### config.mk
export PLATFORM = sky130hd
export DESIGN_NAME = stac_ctrl
export DESIGN_NICKNAME = d
export VERILOG_FILES = /design/src/stac_pkg.sv /design/src/stac_ctrl.sv
export SDC_FILE = /design/constraint.sdc
export NUM_CORES = 1
export LEC_CHECK = 0
export BUFFER_PORTS_ARGS = -buffer_cell sky130_fd_sc_hd__buf_2
export CORE_AREA = 3 3 40 42
export CTS_CLUSTER_DIAMETER = 30
export DETAILED_ROUTE_END_ITERATION = 12
export DIE_AREA = 0 0 43 45
export SETUP_SLACK_MARGIN = 0.4
export SLEW_MARGIN = 10
export SYNTH_ARGS = -nofsm -noshare
export SYNTH_HDL_FRONTEND = slang
export SYNTH_SLANG_ARGS = --single-unit
### constraint.sdc
create_clock -name aclk -period 3.2 [get_ports aclk]
set_input_delay 0.64 -clock aclk [delete_from_list [all_inputs] [get_ports aclk]]
set_output_delay 0.64 -clock aclk [all_outputs]
set_load 0.02 [all_outputs]
### src/stac_pkg.sv
// shared constants, codes and control types for the shadow tag access checker
`default_nettype none

package stac_pkg;

    // shadow store geometry
    localparam int SHADOW_DEPTH = 4096;
    localparam int IDX_W        = $clog2(SHADOW_DEPTH);

    // field widths
    localparam int ADDR_W    = 64;
    localparam int CNT_W     = 13;
    localparam int TAG_W     = 2;
    localparam int MODE_W    = 2;
    localparam int STATUS_W  = 3;
    localparam int CFG_IDX_W = 2;
    localparam int CFG_W     = 64;

    // stream packing
    localparam int S_ADDR_LO  = 0;
    localparam int S_CNT_LO   = S_ADDR_LO + ADDR_W;
    localparam int S_TAG_LO   = S_CNT_LO + CNT_W;
    localparam int S_USED_W   = S_TAG_LO + TAG_W;
    localparam int S_TDATA_W  = ((S_USED_W + 7) / 8) * 8;
    localparam int M_USED_W   = STATUS_W + CNT_W;
    localparam int M_TDATA_W  = ((M_USED_W + 7) / 8) * 8;

    // request modes
    localparam logic [MODE_W-1:0] MODE_LOAD  = 2'd0;
    localparam logic [MODE_W-1:0] MODE_STORE = 2'd1;
    localparam logic [MODE_W-1:0] MODE_FILL  = 2'd2;
    localparam logic [MODE_W-1:0] MODE_PROBE = 2'd3;

    // shadow tags
    localparam logic [TAG_W-1:0] TAG_VALID    = 2'd0;
    localparam logic [TAG_W-1:0] TAG_FREED    = 2'd1;
    localparam logic [TAG_W-1:0] TAG_NOTALLOC = 2'd2;
    localparam logic [TAG_W-1:0] TAG_UNINIT   = 2'd3;

    // result status
    localparam logic [STATUS_W-1:0] ST_OK      = 3'd0;
    localparam logic [STATUS_W-1:0] ST_NULL    = 3'd1;
    localparam logic [STATUS_W-1:0] ST_INVALID = 3'd2;
    localparam logic [STATUS_W-1:0] ST_UAF     = 3'd3;
    localparam logic [STATUS_W-1:0] ST_UNALLOC = 3'd4;
    localparam logic [STATUS_W-1:0] ST_UNINIT  = 3'd5;
    localparam logic [STATUS_W-1:0] ST_DFREE   = 3'd6;

    // configuration register indexes
    localparam logic [CFG_IDX_W-1:0] CFG_CHECK_ENABLE = 2'd0;
    localparam logic [CFG_IDX_W-1:0] CFG_KERNEL_BASE  = 2'd1;
    localparam logic [CFG_IDX_W-1:0] CFG_CHECK_LIMIT  = 2'd2;

    // controller to datapath
    typedef struct packed {
        logic clear;
        logic load;
        logic prep;
        logic run;
        logic out_load;
    } cmd_t;

    // datapath to controller
    typedef struct packed {
        logic clr_done;
        logic pre_done;
        logic run_done;
    } sts_t;

endpackage

`default_nettype wire

### src/stac_ctrl.sv
// controller: clearing pass, request sequencing and result handshake
`default_nettype none

module stac_ctrl (
    input  wire logic             aclk,
    input  wire logic             aresetn,
    input  wire logic             s_tvalid,
    output logic                  s_tready,
    output logic                  m_tvalid,
    input  wire logic             m_tready,
    input  wire stac_pkg::sts_t   sts,
    output stac_pkg::cmd_t        cmd
);

    typedef enum logic [2:0] {
        ST_CLEAR,
        ST_IDLE,
        ST_PREP,
        ST_RUN,
        ST_DONE
    } state_t;

    state_t state_reg;
    state_t state_next;
    logic   out_vld_reg;
    logic   out_vld_next;

    always_comb begin
        state_next   = state_reg;
        cmd          = '0;
        s_tready     = 1'b0;
        unique case (state_reg)
            ST_CLEAR: begin
                cmd.clear = 1'b1;
                if (sts.clr_done) begin
                    state_next = ST_IDLE;
                end
            end
            ST_IDLE: begin
                s_tready = 1'b1;
                cmd.load = s_tvalid;
                if (s_tvalid) begin
                    state_next = ST_PREP;
                end
            end
            ST_PREP: begin
                cmd.prep   = 1'b1;
                state_next = sts.pre_done ? ST_DONE : ST_RUN;
            end
            ST_RUN: begin
                cmd.run = 1'b1;
                if (sts.run_done) begin
                    state_next = ST_DONE;
                end
            end
            ST_DONE: begin
                if (!out_vld_reg || m_tready) begin
                    cmd.out_load = 1'b1;
                    state_next   = ST_IDLE;
                end
            end
            default: begin
                state_next = ST_CLEAR;
            end
        endcase
    end

    always_comb begin
        out_vld_next = out_vld_reg;
        if (cmd.out_load) begin
            out_vld_next = 1'b1;
        end else if (m_tready) begin
            out_vld_next = 1'b0;
        end
    end

    always_ff @(posedge aclk) begin
        if (!aresetn) begin
            state_reg   <= ST_CLEAR;
            out_vld_reg <= 1'b0;
        end else begin
            state_reg   <= state_next;
            out_vld_reg <= out_vld_next;
        end
    end

    assign m_tvalid = out_vld_reg;

`ifndef SYNTHESIS
    a_no_overwrite: assert property (@(posedge aclk) disable iff (!aresetn)
        cmd.out_load |-> (!out_vld_reg || m_tready))
        else $error("result register overwritten while still pending");

    a_accept_to_prep: assert property (@(posedge aclk) disable iff (!aresetn)
        (s_tvalid && s_tready) |=> (state_reg == ST_PREP))
        else $error("accepted request not taken into prep");

    a_run_to_done: assert property (@(posedge aclk) disable iff (!aresetn)
        (state_reg == ST_RUN && sts.run_done) |=> (state_reg == ST_DONE))
        else $error("finished byte walk did not reach done");

    a_no_result_in_clear: assert property (@(posedge aclk) disable iff (!aresetn)
        (state_reg == ST_CLEAR) |-> !m_tvalid)
        else $error("result offered during clearing pass");
`endif

endmodule

`default_nettype wire

==> summary.txt <==
Status: completed
Worst-path maximum fanout: 12
Clock latency on the worst-skew pair: 0.23 ns
Initial Util: 24.0%
RSZ-0062 raised after global routing: false
CP Launch Type: flip-flop
Core Region: 1280 sq um
Fin nets: 54
Die area: 1940 sq um
VDD IR max: 0.129 mV
Worst-case hold slack: 0.666 ns
Synth Area per Inst: 9.62 sq um
CTS Buffer Depth: 2
Max-Cap Viols: 0
Slew HR: 71.4%
WL met1: 315 um
Pwr Density: 420 nW/um^2
Vias in the first global route: 236
Top FF cell, synth: dfxtp_1
Tmin final: 2.08 ns
Antenna cells: 0
Detail Placement HPWL: 498 um
Cells after Synth: 32
Global-route wire length before repair: 938 um
Final clock skew: 0.00473 ns
Area Overhead vs Synth: 26.0%
Pre-Repair DR Iteration Count: 4
Min-Delay Path Class: in -> reg
Total congestion overflow: 0
TNS Setup: 0 ns
Clock-pin slew on the worst setup and hold paths: 0.04 ns
Share of layout cells above drive strength 1: 55.6%
Gr usage total: 6.75%
Max reg flops: 3
Final setup viols: 0
CTS tree: built
Top Layer Used: met3
Final core occ: 30.2%
Commonest cells in the netlist: 4 x dfxtp_1, 2 x buf_4, 2 x nor2_1, 2 x nor2b_1, 2 x nor3_1
FF-to-FF path depth: 3
Final cycle utilization of the critical path: 64.9%
Post-synth top area share: 26.0%
Crit path kind: reg -> out
Mapped Nets: 39
DRT Wirelength: 640 um
Yosys reg bits: 4
Via count: 272
Post-synthesis sequential area ratio: 26.0%
EDFF count, synth: 0
Ys async rst share: 0%
Met3 Wirelength: 85 um
Initial DRC Count: 8
Largest net degree at the start of global routing: 13
CTS resizes: 0
Clk sinks: 4
Die Wd: 43 um
Post-CTS Setup Repair Bufs: 0
Root Buffer: clkbuf_4
Die height: 45 um
Port-buffer cells: 13
WL met2: 238 um
Count leader, synth: dfxtp_1
Fmax: 481 MHz
DR DRC count: 0
Num ports: 14
Register-to-register setup slack: 1.85 ns
Worst setup EP type: output pin
Final antenna-violating net count: 0
YS warnings: 0
Hold path endpoint: state_reg[0]
Hold Crit Depth: 3
Antenna violations before repair: 0
Final hold vios: 0
Min-delay src: aresetn
Num CTS Buffers: 3
Rows: 13
Arrival time worst endpoint: 1.44 ns
Post-synthesis cell area: 308 sq um
Fin. max-slew vios: 0
Req. time, crit path: 2.56 ns
Post-synth cell types: 25
Tightest Pin Transition: 0.428 ns
RR Endpoint: state_reg[0]
Leading post-synthesis cells by cell area: dfxtp_1 26%, o41ai_2 5.3%, a221oi_2 4.9%
Yosys top cell by area: dfxtp_1
GPL Wtd Cong: 0.743
Routed wire per std cell: 10.7 um
# H-tree levels: 1
Hold Buf Count CTS: 0
Pleak: 0.000177 uW
Final Total Pwr: 163 uW
Vias per Instance: 4.53
RR Startpoint: state_reg[2]
## placed cells by master, fill, tap and decap left out, types with 2 or more instances in the layout
cell type / netlist / final
clkbuf_4: 0 / 3
dfxtp_1: 4 / 4
nor3_1: 2 / 2
buf_2: 0 / 13
nor2b_1: 2 / 2
nor2_1: 2 / 2
## cell type report
type	count	area, sq um
Clock buffer	3	22.5
Fill cell	141	897
Inverter	1	3.75
Multi-Input combinational cell	24	198
Sequential cell	4	80.1
Tap cell	15	18.8
Timing Repair Buffer	13	65.1
## worst max-delay path: stages (launching register included)
cell and delay [ns]:
dfxtp_1 0.57, and2b_2 0.30, and2_2 0.18, buf_2 0.15
## cells by family (layout without fill, tap and decap cells)
logic type,after synthesis,count (layout),share of synthesized area [%]
compound gates,7,7,22.8
mux,1,1,3.66
buf+inv,4,17,9.75
simple gates,16,16,37.8
flops,4,4,26.0
## power breakdown
group          internal [uW]  leakage, uW  switching [uW]
logic                   19.6     0.000130            22.1
registers               52.9    0.0000327            6.56
clock network           41.9    0.0000138            20.0
total                    114     0.000177            48.7
## how the worst max path moves through the flow
| stage | startpoint | end | slack, ns | cells after the start |
|---|---|---|---|---|
| floorplan | state_reg[2] | cmd[3] | 1.43 | 3 |
| global placement | m_tready | cmd[0] | 1.36 | 4 |
| detailed placement | m_tready | cmd[0] | 1.36 | 4 |
| CTS | state_reg[2] | cmd[1] | 1.13 | 3 |
| global route | state_reg[2] | cmd[1] | 1.07 | 3 |
| finish | state_reg[2] | cmd[1] | 1.12 | 3 |
## metal layers
metal / track usage (%) / vias to the layer above
met5: 0 / -
met4: 5.42 / 0
met3: 3.19 / 0
met2: 8.68 / 16
met1: 8.45 / 113
li1: - / 143
## metrics by stage
stage               cell area (sq um)  instances  setup slack, ns
floorplan                         308         32             1.43
global placement                  365         57             1.36
detailed placement                365         57             1.36
CTS                               388         60             1.13
global route                      388         60             1.07
finish                            388         60             1.12
(Power assumes the default switching activity.)
